===== config.mk =====
export PLATFORM = sky130hd
export DESIGN_NAME = accel_step_detector_unit
export DESIGN_NICKNAME = d
export VERILOG_FILES = /design/src/sv/asd_pkg.sv /design/src/sv/asd_front.sv /design/src/sv/asd_queue.sv /design/src/sv/asd_back.sv /design/src/sv/accel_step_detector_unit.sv
export SDC_FILE = /design/constraint.sdc
export NUM_CORES = 2
export LEC_CHECK = 0
export BUFFER_PORTS_ARGS = -buffer_cell sky130_fd_sc_hd__buf_4
export CAP_MARGIN = 20
export CORE_MARGIN = 2
export CORE_UTILIZATION = 50
export CTS_BUF_LIST = sky130_fd_sc_hd__clkbuf_2 sky130_fd_sc_hd__clkbuf_4 sky130_fd_sc_hd__clkbuf_8
export DETAILED_ROUTE_END_ITERATION = 6
export PLACE_DENSITY_LB_ADDON = 0.08
export SETUP_SLACK_MARGIN = 0.2
export SYNTH_ARGS = -nofsm -noshare
export SYNTH_HDL_FRONTEND = slang
export SYNTH_HIERARCHICAL = 1
export SYNTH_SLANG_ARGS = --single-unit
export TNS_END_PERCENT = 50

===== constraint.sdc =====
create_clock -name clock -period 15.7 [get_ports clock]
set_input_delay 4.71 -clock clock [delete_from_list [all_inputs] [get_ports clock]]
set_output_delay 4.71 -clock clock [all_outputs]
set_load 0.01 [all_outputs]

===== src/sv/asd_pkg.sv =====
// ----------------------------------------------------------------------------
// asd_pkg
// Shared types and constants of the accelerometer step detector.
// ----------------------------------------------------------------------------
package asd_pkg;

   localparam int ACCEL_W  = 16;
   localparam int SCALE_W  = 16;
   localparam int LIMIT_W  = 16;
   localparam int OFFSET_W = 18;
   localparam int PROD_W   = ACCEL_W + SCALE_W;
   localparam int LEVEL_W  = 24;
   localparam int SWING_W  = 24;

   localparam int CSR_INDEX_W = 2;
   localparam int CSR_DATA_W  = 18;

   localparam logic [CSR_INDEX_W-1:0] CSR_SWING_LIMIT  = 2'd0;
   localparam logic [CSR_INDEX_W-1:0] CSR_AXIS_SCALE   = 2'd1;
   localparam logic [CSR_INDEX_W-1:0] CSR_LEVEL_OFFSET = 2'd2;

   localparam logic [LIMIT_W-1:0]         SWING_LIMIT_RESET  = 16'd2560;
   localparam logic signed [SCALE_W-1:0]  AXIS_SCALE_RESET   = -16'sd3133;
   localparam logic [OFFSET_W-1:0]        LEVEL_OFFSET_RESET = 18'd61440;

   // floor(s/3) for signed s: bias to non-negative, multiply by ceil(2^25/3)
   localparam int DIV3_IN_W  = 25;
   localparam int DIV3_Q_W   = 24;
   localparam int DIV3_SHIFT = 25;
   localparam logic [23:0] DIV3_RECIP    = 24'hAAAAAB;
   localparam logic [25:0] DIV3_BIAS     = 26'd12582912;  // 3 * 2^22
   localparam logic [25:0] DIV3_BIAS_OUT = 26'd4194304;   // bias / 3

   typedef enum logic [1:0] {
      DIR_FLAT,
      DIR_UP,
      DIR_DOWN
   } dir_type;

   typedef enum logic [1:0] {
      MATCH_NONE,
      MATCH_MIN,
      MATCH_MAX
   } match_type;

   typedef struct packed {
      logic [LIMIT_W-1:0]        swing_limit;
      logic signed [SCALE_W-1:0] axis_scale;
      logic [OFFSET_W-1:0]       level_offset;
   } cfg_type;

   typedef struct packed {
      logic                      valid;
      logic signed [LEVEL_W-1:0] level;
   } level_xfer_type;

endpackage


===== src/sv/asd_front.sv =====
// ----------------------------------------------------------------------------
// asd_front
// Level pipeline: scales the three axes, sums, divides by 1536 with floor
// and adds the offset. Three register stages, one sample per cycle.
// ----------------------------------------------------------------------------
module asd_front (
   input  logic                                    clock,
   input  logic                                    reset,
   input  asd_pkg::cfg_type                        cfg,
   input  logic                                    in_accept,
   input  logic signed [asd_pkg::ACCEL_W-1:0]      accel_x,
   input  logic signed [asd_pkg::ACCEL_W-1:0]      accel_y,
   input  logic signed [asd_pkg::ACCEL_W-1:0]      accel_z,
   output asd_pkg::level_xfer_type                 level_out,
   output logic [1:0]                              inflight
);

   logic                                  valid0_ff, valid1_ff, valid2_ff;
   logic signed [asd_pkg::PROD_W-1:0]     prod_x_ff, prod_y_ff, prod_z_ff;
   logic signed [asd_pkg::PROD_W-1:0]     prod_x_in, prod_y_in, prod_z_in;
   logic [asd_pkg::DIV3_IN_W-1:0]         div_in_ff, div_in_in;
   logic [asd_pkg::DIV3_Q_W-1:0]          quot_ff, quot_in;
   logic [asd_pkg::PROD_W+1:0]            sum;
   logic [25:0]                           biased;
   logic [48:0]                           recip_prod;
   logic [25:0]                           level_wide;

   always_comb begin
      prod_x_in = accel_x * cfg.axis_scale;
      prod_y_in = accel_y * cfg.axis_scale;
      prod_z_in = accel_z * cfg.axis_scale;

      sum = {{2{prod_x_ff[asd_pkg::PROD_W-1]}}, prod_x_ff}
          + {{2{prod_y_ff[asd_pkg::PROD_W-1]}}, prod_y_ff}
          + {{2{prod_z_ff[asd_pkg::PROD_W-1]}}, prod_z_ff};
      // floor(sum / 512), then bias so the divide by 3 sees a positive value
      biased    = {sum[asd_pkg::PROD_W+1], sum[asd_pkg::PROD_W+1:9]} + asd_pkg::DIV3_BIAS;
      div_in_in = biased[asd_pkg::DIV3_IN_W-1:0];

      recip_prod = 49'(div_in_ff) * 49'(asd_pkg::DIV3_RECIP);
      quot_in    = recip_prod[asd_pkg::DIV3_SHIFT +: asd_pkg::DIV3_Q_W];

      level_wide = {2'b00, quot_ff} - asd_pkg::DIV3_BIAS_OUT + {8'd0, cfg.level_offset};
      level_out.valid = valid2_ff;
      level_out.level = level_wide[asd_pkg::LEVEL_W-1:0];

      inflight = 2'({1'b0, valid0_ff}) + 2'({1'b0, valid1_ff}) + 2'({1'b0, valid2_ff});
   end

   always_ff @(posedge clock) begin
      if (reset) begin
         valid0_ff <= 1'b0;
         valid1_ff <= 1'b0;
         valid2_ff <= 1'b0;
      end else begin
         valid0_ff <= in_accept;
         valid1_ff <= valid0_ff;
         valid2_ff <= valid1_ff;
      end
      prod_x_ff <= prod_x_in;
      prod_y_ff <= prod_y_in;
      prod_z_ff <= prod_z_in;
      div_in_ff <= div_in_in;
      quot_ff   <= quot_in;
   end

endmodule


===== src/sv/asd_queue.sv =====
// ----------------------------------------------------------------------------
// asd_queue
// Small FIFO of levels between the level pipeline and the step tracker.
// ----------------------------------------------------------------------------
module asd_queue #(
   parameter int DEPTH = 8
) (
   input  logic                                  clock,
   input  logic                                  reset,
   input  asd_pkg::level_xfer_type               push,
   input  logic                                  pop,
   output asd_pkg::level_xfer_type               head,
   output logic [$clog2(DEPTH+1)-1:0]            count
);

   localparam int PTR_W = (DEPTH > 1) ? $clog2(DEPTH) : 1;
   localparam int CNT_W = $clog2(DEPTH + 1);

   logic signed [asd_pkg::LEVEL_W-1:0] store_ff [DEPTH];
   logic [PTR_W-1:0] wr_ptr_ff, wr_ptr_in;
   logic [PTR_W-1:0] rd_ptr_ff, rd_ptr_in;
   logic [CNT_W-1:0] count_ff, count_in;
   logic             do_pop;

   always_comb begin
      do_pop    = pop && (count_ff != '0);
      wr_ptr_in = wr_ptr_ff;
      rd_ptr_in = rd_ptr_ff;
      if (push.valid) begin
         wr_ptr_in = (wr_ptr_ff == PTR_W'(DEPTH - 1)) ? '0 : wr_ptr_ff + 1'b1;
      end
      if (do_pop) begin
         rd_ptr_in = (rd_ptr_ff == PTR_W'(DEPTH - 1)) ? '0 : rd_ptr_ff + 1'b1;
      end
      count_in = count_ff + CNT_W'(push.valid) - CNT_W'(do_pop);

      head.valid = (count_ff != '0);
      head.level = store_ff[rd_ptr_ff];
      count      = count_ff;
   end

   always_ff @(posedge clock) begin
      if (reset) begin
         wr_ptr_ff <= '0;
         rd_ptr_ff <= '0;
         count_ff  <= '0;
      end else begin
         wr_ptr_ff <= wr_ptr_in;
         rd_ptr_ff <= rd_ptr_in;
         count_ff  <= count_in;
      end
      if (push.valid) begin
         store_ff[wr_ptr_ff] <= push.level;
      end
   end

endmodule


===== src/sv/asd_back.sv =====
// ----------------------------------------------------------------------------
// asd_back
// Step tracker: direction, extreme capture and swing test on each level,
// with the result register toward the output channel.
// ----------------------------------------------------------------------------
module asd_back (
   input  logic                       clock,
   input  logic                       reset,
   input  asd_pkg::cfg_type           cfg,
   input  asd_pkg::level_xfer_type    head,
   output logic                       pop,
   output logic                       rsp_valid,
   input  logic                       rsp_ready,
   output logic                       rsp_step_found
);

   logic signed [asd_pkg::LEVEL_W-1:0] prev_level_ff, min_ff, max_ff;
   logic signed [asd_pkg::LEVEL_W-1:0] min_in, max_in;
   logic [asd_pkg::SWING_W-1:0]        prev_swing_ff, swing;
   asd_pkg::dir_type                   prev_dir_ff, dir;
   asd_pkg::match_type                 match_ff, match_in, opposite;
   logic                               rsp_valid_ff, step_ff;
   logic                               flip, kind_max, big, near_prev, prev_big, step;
   logic signed [asd_pkg::LEVEL_W:0]   diff;
   logic [asd_pkg::LEVEL_W:0]          diff_abs;
   logic [asd_pkg::SWING_W+1:0]        swing_x3, prev_x2, prev_x3;

   always_comb begin
      pop = head.valid && (!rsp_valid_ff || rsp_ready);

      priority if (head.level > prev_level_ff) dir = asd_pkg::DIR_UP;
      else if (head.level < prev_level_ff)     dir = asd_pkg::DIR_DOWN;
      else                                     dir = asd_pkg::DIR_FLAT;

      // flat after flat counts as a flip too
      flip = ((dir == asd_pkg::DIR_FLAT) && (prev_dir_ff == asd_pkg::DIR_FLAT))
          || ((dir == asd_pkg::DIR_UP)   && (prev_dir_ff == asd_pkg::DIR_DOWN))
          || ((dir == asd_pkg::DIR_DOWN) && (prev_dir_ff == asd_pkg::DIR_UP));
      kind_max = (dir != asd_pkg::DIR_UP);

      min_in = kind_max ? min_ff : prev_level_ff;
      max_in = kind_max ? prev_level_ff : max_ff;

      diff     = {max_in[asd_pkg::LEVEL_W-1], max_in} - {min_in[asd_pkg::LEVEL_W-1], min_in};
      diff_abs = diff[asd_pkg::LEVEL_W] ? -diff : diff;
      swing    = diff_abs[asd_pkg::SWING_W-1:0];

      swing_x3 = 26'(swing) + {1'b0, swing, 1'b0};
      prev_x2  = {1'b0, prev_swing_ff, 1'b0};
      prev_x3  = 26'(prev_swing_ff) + prev_x2;

      big       = swing > asd_pkg::SWING_W'(cfg.swing_limit);
      near_prev = swing_x3 > prev_x2;
      prev_big  = prev_x3 > 26'(swing);
      opposite  = kind_max ? asd_pkg::MATCH_MIN : asd_pkg::MATCH_MAX;
      step      = flip && big && near_prev && prev_big && (match_ff != opposite);

      match_in = match_ff;
      if (flip && big) begin
         if (step) match_in = kind_max ? asd_pkg::MATCH_MAX : asd_pkg::MATCH_MIN;
         else      match_in = asd_pkg::MATCH_NONE;
      end

      rsp_valid      = rsp_valid_ff;
      rsp_step_found = step_ff;
   end

   always_ff @(posedge clock) begin
      if (reset) begin
         rsp_valid_ff  <= 1'b0;
         prev_level_ff <= '0;
         prev_dir_ff   <= asd_pkg::DIR_FLAT;
         min_ff        <= '0;
         max_ff        <= '0;
         prev_swing_ff <= '0;
         match_ff      <= asd_pkg::MATCH_NONE;
      end else if (pop) begin
         rsp_valid_ff  <= 1'b1;
         step_ff       <= step;
         prev_level_ff <= head.level;
         prev_dir_ff   <= dir;
         match_ff      <= match_in;
         if (flip) begin
            min_ff        <= min_in;
            max_ff        <= max_in;
            prev_swing_ff <= swing;
         end
      end else if (rsp_ready) begin
         rsp_valid_ff <= 1'b0;
      end
   end

endmodule


===== src/sv/accel_step_detector_unit.sv =====
// ----------------------------------------------------------------------------
// accel_step_detector_unit
// Pedometer step detector on three-axis accelerometer samples.
// ----------------------------------------------------------------------------
// Usage:
//   req_*  : one transaction per sample (accel_x/y/z, 1/512 m/s^2 per LSB).
//   rsp_*  : one transaction per sample, step_found set when the sample
//            completes a detected step, in sample order.
//   csr_*  : register writes (0 swing_limit, 1 axis_scale, 2 level_offset),
//            always ready; write only while no sample is in flight.
// Path: each sample passes the level stages, the queue and the result register.
// Throughput: one sample per cycle while responses are taken. The level
//   pipeline (3 stages) runs free; req_ready drops only when pipeline plus
//   queue hold QUEUE_DEPTH levels; full rate needs a depth of at least 5.
// Stall: a stalled response holds in the output register; the queue keeps
//   taking levels, and requests stop once it fills.
// Reset: registers return to their defaults, the tracker state clears to
//   level 0, flat direction, no match; no transaction is pending.
// ----------------------------------------------------------------------------
module accel_step_detector_unit #(
   parameter int QUEUE_DEPTH = 8
) (
   input  logic                                   clock,
   input  logic                                   reset,
   input  logic                                   req_valid,
   output logic                                   req_ready,
   input  logic signed [asd_pkg::ACCEL_W-1:0]     req_accel_x,
   input  logic signed [asd_pkg::ACCEL_W-1:0]     req_accel_y,
   input  logic signed [asd_pkg::ACCEL_W-1:0]     req_accel_z,
   output logic                                   rsp_valid,
   input  logic                                   rsp_ready,
   output logic                                   rsp_step_found,
   input  logic                                   csr_valid,
   output logic                                   csr_ready,
   input  logic [asd_pkg::CSR_INDEX_W-1:0]        csr_index,
   input  logic [asd_pkg::CSR_DATA_W-1:0]         csr_data
);

   localparam int CNT_W  = $clog2(QUEUE_DEPTH + 1);
   localparam int USED_W = CNT_W + 2;

   asd_pkg::cfg_type          cfg_ff;
   asd_pkg::level_xfer_type   level_push, level_head;
   logic [1:0]                inflight;
   logic [CNT_W-1:0]          queue_count;
   logic [USED_W-1:0]         used;
   logic                      pop;
   logic                      req_accept;

   always_comb begin
      csr_ready  = 1'b1;
      used       = USED_W'(queue_count) + USED_W'(inflight);
      req_ready  = used < USED_W'(QUEUE_DEPTH);
      req_accept = req_valid && req_ready;
   end

   always_ff @(posedge clock) begin
      if (reset) begin
         cfg_ff.swing_limit  <= asd_pkg::SWING_LIMIT_RESET;
         cfg_ff.axis_scale   <= asd_pkg::AXIS_SCALE_RESET;
         cfg_ff.level_offset <= asd_pkg::LEVEL_OFFSET_RESET;
      end else if (csr_valid) begin
         unique case (csr_index)
            asd_pkg::CSR_SWING_LIMIT:  cfg_ff.swing_limit  <= csr_data[asd_pkg::LIMIT_W-1:0];
            asd_pkg::CSR_AXIS_SCALE:   cfg_ff.axis_scale   <= csr_data[asd_pkg::SCALE_W-1:0];
            asd_pkg::CSR_LEVEL_OFFSET: cfg_ff.level_offset <= csr_data;
            default: ;  // unmapped index, write dropped
         endcase
      end
   end

   asd_front u_front (
      .clock     (clock),
      .reset     (reset),
      .cfg       (cfg_ff),
      .in_accept (req_accept),
      .accel_x   (req_accel_x),
      .accel_y   (req_accel_y),
      .accel_z   (req_accel_z),
      .level_out (level_push),
      .inflight  (inflight)
   );

   asd_queue #(
      .DEPTH (QUEUE_DEPTH)
   ) u_queue (
      .clock (clock),
      .reset (reset),
      .push  (level_push),
      .pop   (pop),
      .head  (level_head),
      .count (queue_count)
   );

   asd_back u_back (
      .clock          (clock),
      .reset          (reset),
      .cfg            (cfg_ff),
      .head           (level_head),
      .pop            (pop),
      .rsp_valid      (rsp_valid),
      .rsp_ready      (rsp_ready),
      .rsp_step_found (rsp_step_found)
   );

endmodule


==> out/summary.txt <==
status -> completed
WP buf/inv -> 3
top-count cell post-synth -> inv_1
Setup Viol. Count Final -> 0
Worst Hold Class -> flop to flop
Layout Nets -> 8,700
#FFs+latches synth -> 505
count of final hold-check violations -> 0
critical path class -> flop to flop
Die Wd -> 369 um
Achievable Freq -> 73.0 MHz
async set-reset flop share out of synthesis -> 0%
CTS resizes -> 0
share of cells above drive strength 1 -> 6.66%
Num CTS Buffers -> 90
syn_nets -> 8,703
first-pass GRT wire length -> 274,000 um
vias per inst -> 5.31
Detail Route Antenna Nets -> 0
CTS tree -> done
HPWL Detailed -> 134,000 um
worst stage delay on the critical path -> 0.87 ns
I/O Buffers -> 75
clk slew on worst S/H paths -> 0.06 ns
CP max FO -> 52
fin crit share -> 87.2%
worst skew pair latency -> 0.78 ns
startpoint types -> flop
Synth Flop Type -> dfxtp_1
Final Max Slew Viols -> 0
total gr overflow -> 0
routed length per instance -> 19.6 um
number of global-route vias before repair -> 49,600
area leader, netlist -> fa_1
Via Count -> 46,200
Post-CTS Setup Bufs -> 0
Tmin final -> 13.69 ns
ranking of synthesized cells by area -> fa_1 32%, ha_1 14%, dfxtp_1 9.4%
relative slew slack -> 23.6%
First-pass DRT Iterations -> 7
RSZ-0062 raised after global routing -> false
Synth Warn # -> 6
Die Ht -> 369 um
Seq/Total Area, Yosys -> 18.1%
Longest Clk Path Bufs -> 3
htree depth -> 3
largest net degree at the start of global routing -> 101
Critical Path Slowest Stage Cell -> a41o_1
number of flops mapped to enable cells by yosys -> 193
starting density of the core -> 50.4%
final wirelength -> 170,000 um
skew final -> 0.0670 ns
GPL Wtd Cong -> 0.951
critical path endpoint category -> flop
Die Area -> 136,000 um^2
Syn Area/Cell -> 9.71 um^2
Yosys cell types -> 108
Multi-input gate area -> 48,000 um^2
root buf cell -> clkbuf_8
Post-Syn Area -> 66,500 um^2
core area -> 132,000 um^2
Required @ worst endpoint -> 16.23 ns
worst slew pin tran -> 1.14 ns
# hold bufs at CTS -> 0
clk sinks -> 505
Top Family by Delay on Critical Path -> compound AO/OA/AOI/OAI gates
top post-synthesis cells by count -> 1,481 x inv_1, 1,048 x fa_1, 733 x ha_1
initial antenna violation count -> 7
Yosys top cell area share -> 31.6%
Filler cells -> 12,200
Cell Rows -> 133
Fin Setup TNS -> 0 ns
Max Cap Viol -> 0
initial DRC count -> 2,261
total track usage -> 25.9%
Area growth syn-to-layout -> 6.54%
Post-Syn Instances -> 6,849
hold wc startpoint -> u_back/max_ff[9]
CP most frequent cell -> o21ai_0
DRC viols -> 0
Reg area -> 12,100 um^2
CP Data Arrival Time -> 14.22 ns
I/O Pins -> 77
-- cell type report --
class / count / share of cell area [%]
Antenna cell: 7 / 0.0247
Sequential cell: 505 / 17.0
Clock inverter: 33 / 0.567
Multi-Input combinational cell: 4652 / 67.8
Tap cell: 1755 / 3.10
Timing Repair Buffer: 114 / 1.21
Inverter: 1483 / 7.86
Clock buffer: 135 / 2.37
-- layer usage --
| metal | track usage (%) | routed length, um | up-vias | part of all wire [%] |
|---|---|---|---|---|
| li1 | - | - | 21600 | - |
| met3 | 2.67 | 6380 | 230 | 3.7 |
| met1 | 33.7 | 73600 | 23300 | 43 |
| met5 | 0 | 0 | - | 0 |
| met4 | 7.94 | 5120 | 0 | 3.0 |
| met2 | 45.5 | 85200 | 951 | 50 |
-- stage by stage --
stage	utilization, %	instances	setup WS (ns)	hold slack, ns	area [um^2]
CTS	53.7	8677	2.08	0.453	70800
global route	53.7	8681	0.985	0.468	70800
detailed placement	52.2	8509	2.14	0.444	68700
global placement	52.2	8509	2.17	0.440	68700
floorplan	-	6849	4.03	0.433	66500
finish	53.7	8684	2.01	0.452	70800
-- logic make-up after synthesis --
| family | after synthesis | synth area share [%] |
|---|---|---|
| AOI/OAI and AO/OA | 817 | 8.02 |
| xor gates and xnor gates | 261 | 3.58 |
| adders and majority gates | 1782 | 45.4 |
| buffers and inverters | 1692 | 9.68 |
| DFF | 505 | 18.1 |
| muxes | 153 | 3.37 |
| other | 1 | 0.00564 |
| and+or+nand+nor | 1638 | 11.9 |
-- sequential cells by signal (all words and copies together), names as in the netlist, 3 cells and up, named ones only --
| signal | cells |
|---|---|
| cfg_ff | 50 |
| u_back/max_ff | 24 |
| u_back/min_ff | 24 |
| u_back/prev_level_ff | 24 |
| u_back/prev_swing_ff | 24 |
| u_front/div_in_ff | 25 |
| u_front/prod_x_ff | 32 |
| u_front/prod_y_ff | 32 |
| u_front/prod_z_ff | 32 |
| u_front/quot_ff | 24 |
| u_queue/count | 4 |
| u_queue/rd_ptr_ff | 3 |
| u_queue/store_ff | 192 |
| u_queue/wr_ptr_ff | 3 |
-- worst paths after layout --
kind	end	slack, ns	depth (start not counted)
worst min-delay path	u_back/max_ff[9]	0.45	2
worst max register to register	u_back/rsp_step_found	2.01	49
worst min register to register	u_back/max_ff[9]	0.45	2
worst max-delay path	u_back/rsp_step_found	2.01	49
-- worst min-delay path, delay by kind of cell, from the launching register on --
kind	cells	cell delay, ns
compound gates	1	0.05
flops	1	0.30
simple gates	1	0.05
-- cells in the final DEF, fill, tap and decap left out, types with 24 or more instances in the layout --
master | Yosys | final
edfxtp_1 | 193 | 193
mux4_2 | 48 | 48
nand4_1 | 37 | 37
inv_1 | 1481 | 1481
mux2i_1 | 55 | 55
xnor2_1 | 174 | 174
and3_1 | 26 | 26
fa_1 | 1048 | 1048
a211oi_1 | 66 | 66
a21o_1 | 95 | 95
buf_4 | 2 | 113
clkbuf_8 | 0 | 106
a21oi_1 | 298 | 298
nand2b_1 | 116 | 116
ha_1 | 733 | 733
nand3_1 | 59 | 59
mux2_2 | 38 | 38
o21ai_0 | 103 | 102
nand2_1 | 653 | 652
o21bai_1 | 34 | 34
clkbuf_4 | 0 | 29
nor2b_1 | 41 | 41
a31oi_1 | 28 | 28
nor2_1 | 286 | 280
o21a_1 | 35 | 34
and2_1 | 308 | 308
nor3_1 | 45 | 43
dfxtp_1 | 312 | 295
xor2_1 | 78 | 78
o21ai_1 | 24 | 24
Power is left out: the tool's default activity adds up to more than one toggle a clock period on the data nets, which glitch-free logic cannot reach.
